File: config.mk
export PLATFORM = sky130hd
export DESIGN_NAME = url_field_splitter_unit_flat
export DESIGN_NICKNAME = d
export VERILOG_FILES = /design/src/sv/ufs_pkg.sv /design/src/sv/ufs_if.sv /design/src/sv/url_field_splitter_unit.sv /design/src/sv/ufs_parse_step.sv /design/src/flat_wrapper.sv
export SDC_FILE = /design/constraint.sdc
export NUM_CORES = 1
export LEC_CHECK = 0
export BUFFER_PORTS_ARGS = -buffer_cell sky130_fd_sc_hd__buf_2
export CORE_MARGIN = 5
export CORE_UTILIZATION = 55
export CTS_CLUSTER_DIAMETER = 40
export DETAILED_ROUTE_END_ITERATION = 8
export PLACE_DENSITY = 0.85
export RECOVER_POWER = 100
export SLEW_MARGIN = 10
export SYNTH_ARGS = -nofsm -noshare
export SYNTH_HDL_FRONTEND = slang
export SYNTH_HIERARCHICAL = 1
export SYNTH_SLANG_ARGS = --single-unit
File: constraint.sdc
create_clock -name clock -period 11.2 [get_ports clock]
set_input_delay 2.24 -clock clock [delete_from_list [all_inputs] [get_ports clock]]
set_output_delay 2.24 -clock clock [all_outputs]
set_load 0.005 [all_outputs]
File: src/sv/ufs_pkg.sv
// ----------------------------------------------------------------------------
// ufs_pkg: shared types and constants of the url field splitter
// parse modes, status codes, parser state and result layouts
// ----------------------------------------------------------------------------
package ufs_pkg;

   // longest accepted string is MAX_LEN-1 bytes before the NUL
   localparam int MAX_LEN = 4096;
   localparam int POS_W   = $clog2(MAX_LEN);
   localparam int FLD_W   = 12;

   typedef logic [POS_W-1:0] pos_type;
   typedef logic [FLD_W-1:0] fld_type;

   localparam pos_type POS_LAST = pos_type'(MAX_LEN - 1);

   // parse modes
   localparam logic [2:0] MODE_START  = 3'd0;
   localparam logic [2:0] MODE_TEXT   = 3'd1;
   localparam logic [2:0] MODE_SLASH1 = 3'd2;
   localparam logic [2:0] MODE_SLASH2 = 3'd3;
   localparam logic [2:0] MODE_PROTO  = 3'd4;
   localparam logic [2:0] MODE_MAILTO = 3'd5;
   localparam logic [2:0] MODE_HOST   = 3'd6;
   localparam logic [2:0] MODE_PATH   = 3'd7;

   // mailto prefix tracker
   localparam logic [2:0] MATCH_FULL = 3'd6;
   localparam logic [2:0] MATCH_NONE = 3'd7;

   // status codes
   localparam logic [1:0] STATUS_OK      = 2'd0;
   localparam logic [1:0] STATUS_SYNTAX  = 2'd1;
   localparam logic [1:0] STATUS_OVERLEN = 2'd2;

   localparam logic [7:0] CHAR_NUL   = 8'h00;
   localparam logic [7:0] CHAR_SLASH = 8'h2F;
   localparam logic [7:0] CHAR_COLON = 8'h3A;

   typedef struct packed {
      logic [2:0] mode;
      pos_type    position;
      pos_type    token_start;
      pos_type    proto_length;
      pos_type    host_begin;
      pos_type    host_length;
      logic [2:0] mailto_match;
      logic       colon_pending;
      logic       skip_to_end;
   } state_type;

   typedef struct packed {
      logic [1:0] status;
      logic       is_mailto;
      fld_type    protocol_len;
      fld_type    host_start;
      fld_type    host_len;
      fld_type    path_start;
      fld_type    path_len;
      fld_type    end_pos;
   } result_type;

   // letters of "mailto" by index
   function automatic logic [7:0] mailto_char(input logic [2:0] idx);
      logic [7:0] ch;
      case (idx)
         3'd0:    ch = 8'h6D;
         3'd1:    ch = 8'h61;
         3'd2:    ch = 8'h69;
         3'd3:    ch = 8'h6C;
         3'd4:    ch = 8'h74;
         3'd5:    ch = 8'h6F;
         default: ch = 8'h00;
      endcase
      return ch;
   endfunction

   // offset to the 12-bit result field width
   function automatic fld_type to_fld(input pos_type v);
      logic [31:0] wide;
      wide = 32'(v);
      return wide[FLD_W-1:0];
   endfunction

endpackage

File: src/sv/ufs_if.sv
// ----------------------------------------------------------------------------
// ufs_if: stream channels of the url field splitter
// byte request channel and field result channel, valid/ready handshake
// ----------------------------------------------------------------------------
interface ufs_req_if;
   logic       valid;
   logic       ready;
   logic [7:0] char_code;

   modport source (output valid, output char_code, input ready);
   modport sink   (input valid, input char_code, output ready);
endinterface

interface ufs_rsp_if;
   logic        valid;
   logic        ready;
   logic [1:0]  status;
   logic        is_mailto;
   logic [11:0] protocol_len;
   logic [11:0] host_start;
   logic [11:0] host_len;
   logic [11:0] path_start;
   logic [11:0] path_len;
   logic [11:0] end_pos;

   modport source (output valid, output status, output is_mailto, output protocol_len,
                   output host_start, output host_len, output path_start,
                   output path_len, output end_pos, input ready);
   modport sink   (input valid, input status, input is_mailto, input protocol_len,
                   input host_start, input host_len, input path_start,
                   input path_len, input end_pos, output ready);
endinterface

File: src/sv/url_field_splitter_unit.sv
// ----------------------------------------------------------------------------
// url_field_splitter_unit: streaming url field splitter
// splits a NUL-terminated url, one byte per transaction, into protocol,
// host and path offsets and lengths
// ----------------------------------------------------------------------------
//
//  channel  | direction | payload                                  | transaction
//  ---------+-----------+------------------------------------------+-------------------------
//  req_chan | in        | char_code                                | one url byte
//  rsp_chan | out       | status, is_mailto, protocol_len, host_*, | one result per string,
//           |           | path_*, end_pos                          | or per error/overlength
//
//  one byte accepted every cycle while no result stalls; a result passes the
//  input register, then the result register after the parse step logic
//  synchronous active-high reset returns the parser to its start state
//  a stalled result holds in the result register; one more byte still lands
//  in the input register and waits there until the result is taken
//
module url_field_splitter_unit
   import ufs_pkg::*;
(
   input  logic          clock,
   input  logic          reset,
   ufs_req_if.sink       req_chan,
   ufs_rsp_if.source     rsp_chan
);

   // input register
   logic       in_valid_ff;
   logic       in_valid_in;
   logic [7:0] in_char_ff;

   // parser state
   state_type  state_ff;
   state_type  state_in;

   // result register
   logic       out_valid_ff;
   logic       out_valid_in;
   result_type out_data_ff;

   logic       step_valid;
   result_type step_result;
   logic       advance;
   logic       req_take;

   // the step stage moves whenever the result register is free or draining
   assign advance  = !out_valid_ff || rsp_chan.ready;
   assign req_take = req_chan.valid && req_chan.ready;

   assign req_chan.ready = !in_valid_ff || advance;

   ufs_parse_step u_step (
      .state_now    (state_ff),
      .char_code    (in_char_ff),
      .state_next   (state_in),
      .result_valid (step_valid),
      .result       (step_result)
   );

   always_comb begin
      in_valid_in = in_valid_ff;
      if (req_take) begin
         in_valid_in = 1'b1;
      end else if (advance) begin
         in_valid_in = 1'b0;
      end
   end

   always_comb begin
      out_valid_in = out_valid_ff;
      if (out_valid_ff && rsp_chan.ready) begin
         out_valid_in = 1'b0;
      end
      if (advance && in_valid_ff && step_valid) begin
         out_valid_in = 1'b1;
      end
   end

   // control state
   always_ff @(posedge clock) begin
      if (reset) begin
         in_valid_ff  <= 1'b0;
         out_valid_ff <= 1'b0;
         state_ff     <= '0;
      end else begin
         in_valid_ff  <= in_valid_in;
         out_valid_ff <= out_valid_in;
         if (advance && in_valid_ff) begin
            state_ff <= state_in;
         end
      end
   end

   // payload registers
   always_ff @(posedge clock) begin
      if (req_take) begin
         in_char_ff <= req_chan.char_code;
      end
      if (advance && in_valid_ff && step_valid) begin
         out_data_ff <= step_result;
      end
   end

   assign rsp_chan.valid        = out_valid_ff;
   assign rsp_chan.status       = out_data_ff.status;
   assign rsp_chan.is_mailto    = out_data_ff.is_mailto;
   assign rsp_chan.protocol_len = out_data_ff.protocol_len;
   assign rsp_chan.host_start   = out_data_ff.host_start;
   assign rsp_chan.host_len     = out_data_ff.host_len;
   assign rsp_chan.path_start   = out_data_ff.path_start;
   assign rsp_chan.path_len     = out_data_ff.path_len;
   assign rsp_chan.end_pos      = out_data_ff.end_pos;

endmodule

File: src/sv/ufs_parse_step.sv
// ----------------------------------------------------------------------------
// ufs_parse_step: one byte of the url parse
// next parser state and the optional result for one input byte
// ----------------------------------------------------------------------------
module ufs_parse_step
   import ufs_pkg::*;
(
   input  state_type  state_now,
   input  logic [7:0] char_code,
   output state_type  state_next,
   output logic       result_valid,
   output result_type result
);

   function automatic logic [2:0] feed_match(input logic [2:0] m, input pos_type idx,
                                             input logic [7:0] ch);
      logic [2:0] r;
      if (idx == pos_type'(m) && m < MATCH_FULL && ch == mailto_char(m)) begin
         r = m + 3'd1;
      end else begin
         r = MATCH_NONE;
      end
      return r;
   endfunction

   always_comb begin
      state_type  s;
      pos_type    pos;
      pos_type    plen;
      logic       is_end;
      logic       is_ws;
      logic       is_digit;
      logic       failed;

      s            = state_now;
      pos          = state_now.position;
      plen         = '0;
      is_end       = (char_code == CHAR_NUL);
      is_ws        = char_code inside {8'h20, 8'h09, 8'h0A, 8'h0D};
      is_digit     = char_code inside {[8'h30:8'h39]};
      failed       = 1'b0;
      result_valid = 1'b0;
      result       = '0;

      if (state_now.skip_to_end) begin
         if (is_end) begin
            s = '0;
         end
      end else if (!is_end && pos >= POS_LAST) begin
         result_valid  = 1'b1;
         result.status = STATUS_OVERLEN;
         s.skip_to_end = 1'b1;
      end else begin
         // colon is a port separator only if a digit follows it
         if (s.colon_pending) begin
            s.colon_pending = 1'b0;
            if (is_digit) begin
               s.mailto_match = MATCH_NONE;
            end else begin
               s.proto_length = pos - pos_type'(1);
               s.token_start  = pos - pos_type'(1);
               s.mode         = MODE_SLASH1;
            end
         end

         case (s.mode)
            MODE_START: begin
               if (char_code == CHAR_SLASH) begin
                  s.token_start = pos;
                  s.mode        = MODE_PATH;
               end else if (char_code == CHAR_COLON || is_end || is_ws) begin
                  failed = 1'b1;
               end else begin
                  s.token_start  = pos;
                  s.mode         = MODE_TEXT;
                  s.mailto_match = feed_match(s.mailto_match, '0, char_code);
               end
            end
            MODE_TEXT: begin
               if (char_code == CHAR_SLASH || is_end || is_ws) begin
                  s.host_begin  = s.token_start;
                  s.host_length = pos - s.token_start;
                  s.token_start = pos;
                  s.mode        = MODE_PATH;
               end else if (char_code == CHAR_COLON) begin
                  if (s.mailto_match == MATCH_FULL &&
                      pos - s.token_start == pos_type'(6)) begin
                     s.proto_length = pos_type'(6);
                     s.mode         = MODE_MAILTO;
                  end else begin
                     s.colon_pending = 1'b1;
                  end
               end else begin
                  s.mailto_match = feed_match(s.mailto_match, pos - s.token_start,
                                              char_code);
               end
            end
            MODE_MAILTO: begin
               s.token_start = pos;
               s.mode        = MODE_PATH;
            end
            MODE_SLASH1: begin
               if (char_code != CHAR_SLASH) begin
                  failed = 1'b1;
               end else begin
                  s.mode = MODE_SLASH2;
               end
            end
            MODE_SLASH2: begin
               if (char_code != CHAR_SLASH) begin
                  failed = 1'b1;
               end else begin
                  s.mode = MODE_PROTO;
               end
            end
            MODE_PROTO: begin
               s.token_start = pos;
               s.mode        = (char_code == CHAR_SLASH) ? MODE_PATH : MODE_HOST;
            end
            MODE_HOST: begin
               if (char_code == CHAR_SLASH || is_end || is_ws) begin
                  s.host_begin  = s.token_start;
                  s.host_length = pos - s.token_start;
                  s.token_start = pos;
                  s.mode        = MODE_PATH;
               end
            end
            default: begin
            end
         endcase

         if (failed) begin
            result_valid  = 1'b1;
            result.status = STATUS_SYNTAX;
            if (is_end) begin
               s = '0;
            end else begin
               s.skip_to_end = 1'b1;
            end
         end else if (is_end) begin
            plen                = (s.mode == MODE_PATH) ? pos - s.token_start : '0;
            result_valid        = 1'b1;
            result.status       = STATUS_OK;
            result.is_mailto    = (s.mailto_match == MATCH_FULL) && (s.proto_length != '0);
            result.protocol_len = to_fld(s.proto_length);
            result.host_start   = (s.host_length != '0) ? to_fld(s.host_begin) : '0;
            result.host_len     = to_fld(s.host_length);
            result.path_start   = (plen != '0) ? to_fld(s.token_start) : '0;
            result.path_len     = to_fld(plen);
            result.end_pos      = to_fld(pos);
            s                   = '0;
         end else begin
            s.position = pos + pos_type'(1);
         end
      end

      state_next = s;
   end

endmodule
File: src/flat_wrapper.sv
// flat-port wrapper written by rule: the top's interface ports become plain ports
module url_field_splitter_unit_flat import ufs_pkg::*;
  (clock, reset, req_chan_valid, req_chan_char_code, req_chan_ready, rsp_chan_valid, rsp_chan_status, rsp_chan_is_mailto, rsp_chan_protocol_len, rsp_chan_host_start, rsp_chan_host_len, rsp_chan_path_start, rsp_chan_path_len, rsp_chan_end_pos, rsp_chan_ready);
  ufs_req_if req_chan_i ();
  ufs_rsp_if rsp_chan_i ();
  input  logic clock;
  input  logic reset;
  input wire logic [$bits(req_chan_i.valid)-1:0] req_chan_valid;
  input wire logic [$bits(req_chan_i.char_code)-1:0] req_chan_char_code;
  output wire logic [$bits(req_chan_i.ready)-1:0] req_chan_ready;
  output wire logic [$bits(rsp_chan_i.valid)-1:0] rsp_chan_valid;
  output wire logic [$bits(rsp_chan_i.status)-1:0] rsp_chan_status;
  output wire logic [$bits(rsp_chan_i.is_mailto)-1:0] rsp_chan_is_mailto;
  output wire logic [$bits(rsp_chan_i.protocol_len)-1:0] rsp_chan_protocol_len;
  output wire logic [$bits(rsp_chan_i.host_start)-1:0] rsp_chan_host_start;
  output wire logic [$bits(rsp_chan_i.host_len)-1:0] rsp_chan_host_len;
  output wire logic [$bits(rsp_chan_i.path_start)-1:0] rsp_chan_path_start;
  output wire logic [$bits(rsp_chan_i.path_len)-1:0] rsp_chan_path_len;
  output wire logic [$bits(rsp_chan_i.end_pos)-1:0] rsp_chan_end_pos;
  input wire logic [$bits(rsp_chan_i.ready)-1:0] rsp_chan_ready;
  assign req_chan_i.valid = req_chan_valid;
  assign req_chan_i.char_code = req_chan_char_code;
  assign req_chan_ready = req_chan_i.ready;
  assign rsp_chan_valid = rsp_chan_i.valid;
  assign rsp_chan_status = rsp_chan_i.status;
  assign rsp_chan_is_mailto = rsp_chan_i.is_mailto;
  assign rsp_chan_protocol_len = rsp_chan_i.protocol_len;
  assign rsp_chan_host_start = rsp_chan_i.host_start;
  assign rsp_chan_host_len = rsp_chan_i.host_len;
  assign rsp_chan_path_start = rsp_chan_i.path_start;
  assign rsp_chan_path_len = rsp_chan_i.path_len;
  assign rsp_chan_end_pos = rsp_chan_i.end_pos;
  assign rsp_chan_i.ready = rsp_chan_ready;
  url_field_splitter_unit u_core (.clock(clock), .reset(reset), .req_chan(req_chan_i), .rsp_chan(rsp_chan_i));
endmodule
Word level (Yosys, flattened, before mapping)

Cells that the tools add are included.

Magnitude comparators: 4
Add/sub/neg operators: 5
Equality and inequality tests: 28
Reductions and logical operators: 39
Bitwise operators: 3
Mux-type cells: 90

Operators by type and width:

| kind                                                                   | number |
|---|---|
| 68-bit 2-to-1 mux                                                      | 3 |
| 24-bit 2-to-1 mux                                                      | 8 |
| 12-bit 2-to-1 mux                                                      | 13 |
| 67-bit 2-to-1 mux                                                      | 2 |
| 8-bit 2-to-1 mux                                                       | 10 |
| 3-bit 2-to-1 mux                                                       | 23 |
| 53-bit 2-to-1 mux                                                      | 1 |
| 7-bit one-hot mux with 6 select lines                                  | 1 |
| 12-bit one-hot mux with 3 select lines                                 | 1 |
| 12-bit nonzero test                                                    | 3 |
| 3-bit equality test, second input constant                             | 8 |
| 8-bit by 4-bit equality test with 1-bit output, second input constant  | 3 |
| 8-bit by 6-bit equality test with 1-bit output, second input constant  | 3 |
| 12-bit subtractor                                                      | 2 |
| 3-bit one-hot mux with 7 select lines                                  | 1 |
| 1-bit 2-to-1 mux                                                       | 20 |
| 8-bit equality test                                                    | 2 |
| 4-bit 2-to-1 mux                                                       | 4 |
| 12-bit by 1-bit adder with 12-bit output, second input constant        | 1 |
| 12-bit by 3-bit equality test with 1-bit output                        | 1 |
| 12-bit by 3-bit equality test with 1-bit output, second input constant | 1 |
| 3-bit by 2-bit equality test with 1-bit output, second input constant  | 4 |
| 12-bit greater-or-equal comparator, second input constant              | 1 |
| 1-bit logical AND                                                      | 12 |
| 25 further kinds                                                       | 41 |

Input bits: 12
Register bits after elaboration: 153
Output and inout bits: 77

Longest topological paths before layout

Depth in word-level cells: 25
Mapped depth: 22

Cells and area by module

The synthesis kept the hierarchy.

Modules (own cells, without submodules):

| module                  | area an instance (um2) | cells each | instances | sequential area each (um2) |
|---|---|---|---|---|
| url_field_splitter_unit | 5619.1                 | 390        | 1         | 3893.7 |
| ufs_parse_step          | 4887.2                 | 806        | 1         | 0.0 |

Worst setup path after synthesis

No wires, ideal clock.

Kind: register -> register
Start point: reg u_core.in_char_ff[5]
End point: reg u_core.out_data_ff (netlist bit u_core/rsp_chan.end_pos[0]), enable pin
Path buffers: 2
Setup time: 509 ps
Cell stages (with the launch flop): 12
Period minus slack after synthesis: 5922 ps
Data required time: 10691 ps
Setup slack: 5278 ps
Arrival: 5413 ps
Path through: edfxtp_1 -> clkbuf_2 -> or4_1 -> a21oi_1 -> o21a_1 -> o211ai_1 -> a21oi_1 -> clkbuf_1 -> nor2_1 -> a31oi_1 -> nand2_1 -> nor2_1

Cells in the longest elaborated chain, start to end: 15
Elaborated cells on any way between the ends: 35
Classes of those cells: 2 x order compare; 9 x eq/ne; 14 x mux; 10 x reduce/logical

Ends and longest elaborated chain:

| element                                                                                                                               | RTL line                       | RTL |
|---|---|---|
| from (decl)                                                                                                                           | url_field_splitter_unit.sv:31  | `logic [7:0] in_char_ff;` |
| from (signal assigned)                                                                                                                | url_field_splitter_unit.sv:98  | `in_char_ff <= req_chan.char_code;` |
| 8-bit by 6-bit greater-or-equal comparator with 1-bit output / 8-bit by 6-bit <= comparator with 1-bit output (equally long branches) | ufs_parse_step.sv:40           | `is_digit = char_code inside {[8'h30:8'h39]};` |
| 1-bit logical AND                                                                                                                     | ufs_parse_step.sv:40           |  |
| 3-bit 2-to-1 mux                                                                                                                      | ufs_parse_step.sv:57           | `if (is_digit) begin` |
| 3-bit 2-to-1 mux                                                                                                                      | ufs_parse_step.sv:55           | `if (s.colon_pending) begin` |
| 3-bit 2-to-1 mux                                                                                                                      | ufs_parse_step.sv:49           | `end else if (!is_end && pos >= POS_LAST) begin` |
| 3-bit 2-to-1 mux                                                                                                                      | ufs_parse_step.sv:45           | `if (state_now.skip_to_end) begin` |
| 3-bit by 2-bit equality test with 1-bit output                                                                                        | ufs_parse_step.sv:66           | `case (s.mode)` |
| 2-bit OR reduction (no source line)                                                                                                   | --                             |  |
| 1-bit one-hot mux with 2 select lines                                                                                                 | ufs_parse_step.sv:66           |  |
| 1-bit 2-to-1 mux                                                                                                                      | ufs_parse_step.sv:49           |  |
| 1-bit 2-to-1 mux                                                                                                                      | ufs_parse_step.sv:45           |  |
| 1-bit 2-to-1 mux                                                                                                                      | ufs_parse_step.sv:132          | `if (failed) begin` |
| 1-bit 2-to-1 mux *                                                                                                                    | ufs_parse_step.sv:49           |  |
| 1-bit 2-to-1 mux *                                                                                                                    | ufs_parse_step.sv:45           |  |
| named net u_core.step_valid                                                                                                           | url_field_splitter_unit.sv:42  | `logic step_valid;` |
| 1-bit logical AND *                                                                                                                   | url_field_splitter_unit.sv:100 | `if (advance && in_valid_ff && step_valid) begin` |
| to (signal assigned)                                                                                                                  | url_field_splitter_unit.sv:101 | `out_data_ff <= step_result;` |
| to (decl)                                                                                                                             | url_field_splitter_unit.sv:40  | `result_type out_data_ff;` |

The timed path passes the listed nets; every way through them passes the cells marked *. The select of a mux whose other input is x is not followed.
A chain may end at the register's enable or synchronous reset.

Worst setup path in the final report

Start point: reg u_core.in_char_ff[2]
End point: reg u_core.out_data_ff (netlist bit u_core/rsp_chan.path_start[0]) (data pin)

Cells in the longest elaborated chain, start to end: 20
Elaborated cells on any way between the ends: 75
Classes of those cells: 2 x add/sub; 2 x order compare; 16 x eq/ne; 37 x mux; 2 x bitwise; 16 x reduce/logical

Ends and longest elaborated chain:

| element                                                                                                                               | RTL line              | RTL |
|---|---|---|
| 8-bit by 6-bit greater-or-equal comparator with 1-bit output / 8-bit by 6-bit <= comparator with 1-bit output (equally long branches) | ufs_parse_step.sv:40  |  |
| 1-bit logical AND                                                                                                                     | ufs_parse_step.sv:40  |  |
| 24-bit 2-to-1 mux                                                                                                                     | ufs_parse_step.sv:57  |  |
| 24-bit 2-to-1 mux                                                                                                                     | ufs_parse_step.sv:55  |  |
| 24-bit 2-to-1 mux                                                                                                                     | ufs_parse_step.sv:49  |  |
| 24-bit 2-to-1 mux                                                                                                                     | ufs_parse_step.sv:45  |  |
| 12-bit subtractor                                                                                                                     | ufs_parse_step.sv:87  | `pos - s.token_start == pos_type'(6)) begin` |
| 12-bit by 3-bit equality test with 1-bit output                                                                                       | ufs_parse_step.sv:87  |  |
| [4 not listed]                                                                                                                        | --                    |  |
| 3-bit one-hot mux with 7 select lines                                                                                                 | ufs_parse_step.sv:66  |  |
| 3-bit 2-to-1 mux                                                                                                                      | ufs_parse_step.sv:49  |  |
| 3-bit 2-to-1 mux                                                                                                                      | ufs_parse_step.sv:45  |  |
| 3-bit equality test                                                                                                                   | ufs_parse_step.sv:141 | `plen = (s.mode == MODE_PATH) ? pos - s.token_start : '0;` |
| 12-bit 2-to-1 mux                                                                                                                     | ufs_parse_step.sv:141 |  |
| 12-bit nonzero test                                                                                                                   | ufs_parse_step.sv:148 | `result.path_start = (plen != '0) ? to_fld(s.token_start) : '0;` |
| 1-bit inverter (no source line)                                                                                                       | --                    |  |
| 5-bit OR reduction (no source line)                                                                                                   | --                    |  |

Several ways; a longest one is shown, not always the timed one. The select of a mux whose other input is x is not followed.

==> impl_metrics.tcl <==
set metrics [dict create \
    holdBufCountCts 0 \
    boundaryPins 89 \
    syn_area_per_cell_sq_um 8.785 \
    hold_class "register to register" \
    power_mw 1.300 \
    synthCells 1196 \
    min_from "u_core/state_ff[50]" \
    place.gp.congestion 0.9110 \
    grt_use_total 0.2449 \
    worstReg2RegEnd "u_core/rsp_chan.path_start[0]" \
    finalClockSkew_ps 9.674 \
    hold_viol 0 \
    grt_pass1_vias 8415 \
    drc 0 \
    timing.final.ws_setup_ps 3016 \
    yosys_warnings 6 \
    status "finished, violations left" \
    final-setup-viol-count 0 \
    cts_max_level 4 \
    root_buffer "clkbuf_16" \
    relSlewSlack -1.780 \
    drtPass1Iterations 6 \
    crit_type "register to register" \
    antenna_found_initial 0 \
    gr-total-overflow 0 \
    finalSetupTns_ps 0 \
    avgViaCountPerCell 6.066 \
    cts.sinks 153 \
    clkLatencyLatePin_ps 430 \
    synth_fp_nets 1239 \
    final_common_cell "nor2_1" \
    clockBufferDepth 2 \
    cap_viol_max_count 7 \
    fin_util 0.6008 \
    post_cts_buffers 0 \
    row_count 50 \
    crit_arrival_ps 8360 \
    r2r_start "u_core/in_char_ff[2]" \
    fin_cells 1474 \
    ys_async_sr_fraction 0 \
    synth_edf_count 83 \
    holdPathEnd "u_core/state_ff[50]" \
    cts_buffers 17 \
    dieArea_sq_um 21970 \
    ys_ff_latch 153 \
    synth_area_sq_um 10510 \
    p_per_area_nw_per_um2 115.3 \
    vias 8942 \
    path_clk_slew_ps 60 \
    fmax_mhz 122.2 \
    portBuffers 88 \
    grt_pass1_wl_mm 43.67 \
    dieWidth_um 148.2 \
    cts_resized 0 \
    min_period_ps 8184 \
    fill_cells 1650 \
    dp_slack_ps 5415 \
    design.core.area_sq_um 18770 \
    seq_area_frac_synth 0.3706 \
    hpwl_mm 18.23 \
    cts_tree "done" \
    reg2reg_depth 15 \
    worstSetupStartpointType "register" \
    cp.required_ps 11380 \
    final_nets 1270 \
    whs_path_depth 2 \
    drt_iter0_markers 1072 \
    ant_nets 0 \
    violations "capacitance limit, slew limit" \
    reg2reg_slack_ps 3020 \
    peakVddDrop_v 0.0001020 \
    ys_types 86 \
    grt_max_degree 139 \
    path_max_fanout 52 \
    die_h_um 148.2 \
    end_kind "register" \
    fin_crit_sh 0.7307 \
    post_drt_wl_per_cell_um 18.51 \
    drv_slew 372 \
    wirelength_mm 27.29 \
    drive_gt1_frac 0.08952 \
    grt_setup_unrepaired "false" \
    layout_common_cells "nor2_1, nand2b_1, a21oi_1" \
    ys.flop_type "edfxtp_1" \
    dpl.cell_count 1442 \
    start_util 0.5598 \
    tightest_slew_ps 4170 \
    p_leak_nw 4.036 \
    syn2layout_area_growth_pct 7.324 \
    insertedDiodeCount 0 \
]
-- kinds of logic after synthesis --
kind of cell,share of synthesized area
and+or+nand+nor,0.2809
AOI/OAI and AO/OA,0.1487
DFF,0.3706
buffers and inverters,0.05633
muxes,0.07836
xor gates and xnor gates,0.02668
adders and majority gates,0.03835
-- flip-flops by register name (all words and copies together) (netlist names) --
signal                        cells
u_core/rsp_chan.host_len         12
u_core/rsp_chan.path_len         12
u_core/rsp_chan.valid             1
u_core/in_valid_ff                1
u_core/in_char_ff                 8
u_core/rsp_chan.host_start       12
u_core/state_ff                  68
u_core/rsp_chan.is_mailto         1
u_core/rsp_chan.protocol_len     12
u_core/rsp_chan.path_start       12
u_core/rsp_chan.status            2
u_core/rsp_chan.end_pos          12
-- worst max-delay path by stage --
stage | slack (ps) | startpoint | endpoint | cells past startpoint
after floorplan | 5280 | u_core/in_char_ff[5] | u_core/rsp_chan.end_pos[0] | 11
after global placement | 5550 | u_core/state_ff[53] | u_core/rsp_chan.host_start[6] | 15
after detailed placement | 5420 | u_core/state_ff[54] | u_core/state_ff[29] | 17
after CTS | 5380 | u_core/state_ff[54] | u_core/rsp_chan.host_start[9] | 15
after global routing | 2370 | u_core/in_char_ff[1] | u_core/rsp_chan.path_start[0] | 15
final | 3020 | u_core/in_char_ff[2] | u_core/rsp_chan.path_start[0] | 15
-- cell type report --
class                           instances  area [sq um]  share of cell area
Clock buffer                           25         486.7             0.04316
Timing Repair Buffer                   97         435.4             0.03862
Tap cell                              234         292.8             0.02597
Sequential cell                       153          3894              0.3453
Clock inverter                          7         91.34            0.008100
Multi-Input combinational cell        931          5974              0.5298
Inverter                               27         101.3            0.008988
-- per-layer routing --
layer	part of all wire	wire, um	up-vias	track usage
li1	-	-	4298	-
met5	0	0	-	0
met1	0.43	11740	4227	0.3317
met4	0.026	721	0	0.08637
met2	0.46	12680	356	0.3985
met3	0.079	2151	61	0.04083
-- through the flow --
stage / hold WS (ps) / area [sq um]
2_1_floorplan: 447.5 / 10510
3_3_place_gp: 469.8 / 10860
3_5_place_dp: 481.8 / 10860
4_1_cts: 493.1 / 11430
5_1_grt: 503.1 / 11280
6_report: 494.6 / 11280
-- power breakdown --
part / internal, mW / switching [mW]
logic: 0.0555 / 0.0696
clock network: 0.347 / 0.225
registers: 0.593 / 0.0103
total: 0.996 / 0.305
-- worst max-delay path, cell delays in order, from the launching register on --
cell and delay, ps:
edfxtp_1 490, o21ai_0 560, a21oi_4 100, clkbuf_1 840, o32ai_1 2590, mux2i_1 470, ha_1 390, fa_1 440
nor2b_1 130, o21ai_0 130, a21oi_1 290, or3_1 220, nand3_1 100, a2111oi_0 500, nand4_2 340, and3_2 320
-- cells in the mapped netlist (all sizes together), types with 11 or more instances --
library cell | instances | area, sq um
nand3 | 17 | 85.08
and2 | 24 | 151.4
o211ai | 11 | 82.58
clkbuf | 52 | 236.5
nor4 | 17 | 118.9
nor2 | 157 | 589.3
a211oi | 21 | 157.7
o21ai | 47 | 235.2
edfxtp | 83 | 2492
and3 | 14 | 90.08
mux2i | 80 | 800.8
nor3 | 27 | 135.1
xnor2 | 22 | 192.7
dfxtp | 70 | 1401
a21oi | 87 | 461.7
o21a | 15 | 112.6
ha | 29 | 362.9
a31oi | 19 | 137.6
nand2 | 71 | 269.0
inv | 27 | 101.4
nand2b | 148 | 925.9
buf | 33 | 254.0
Power figures use the tool's default switching activity.
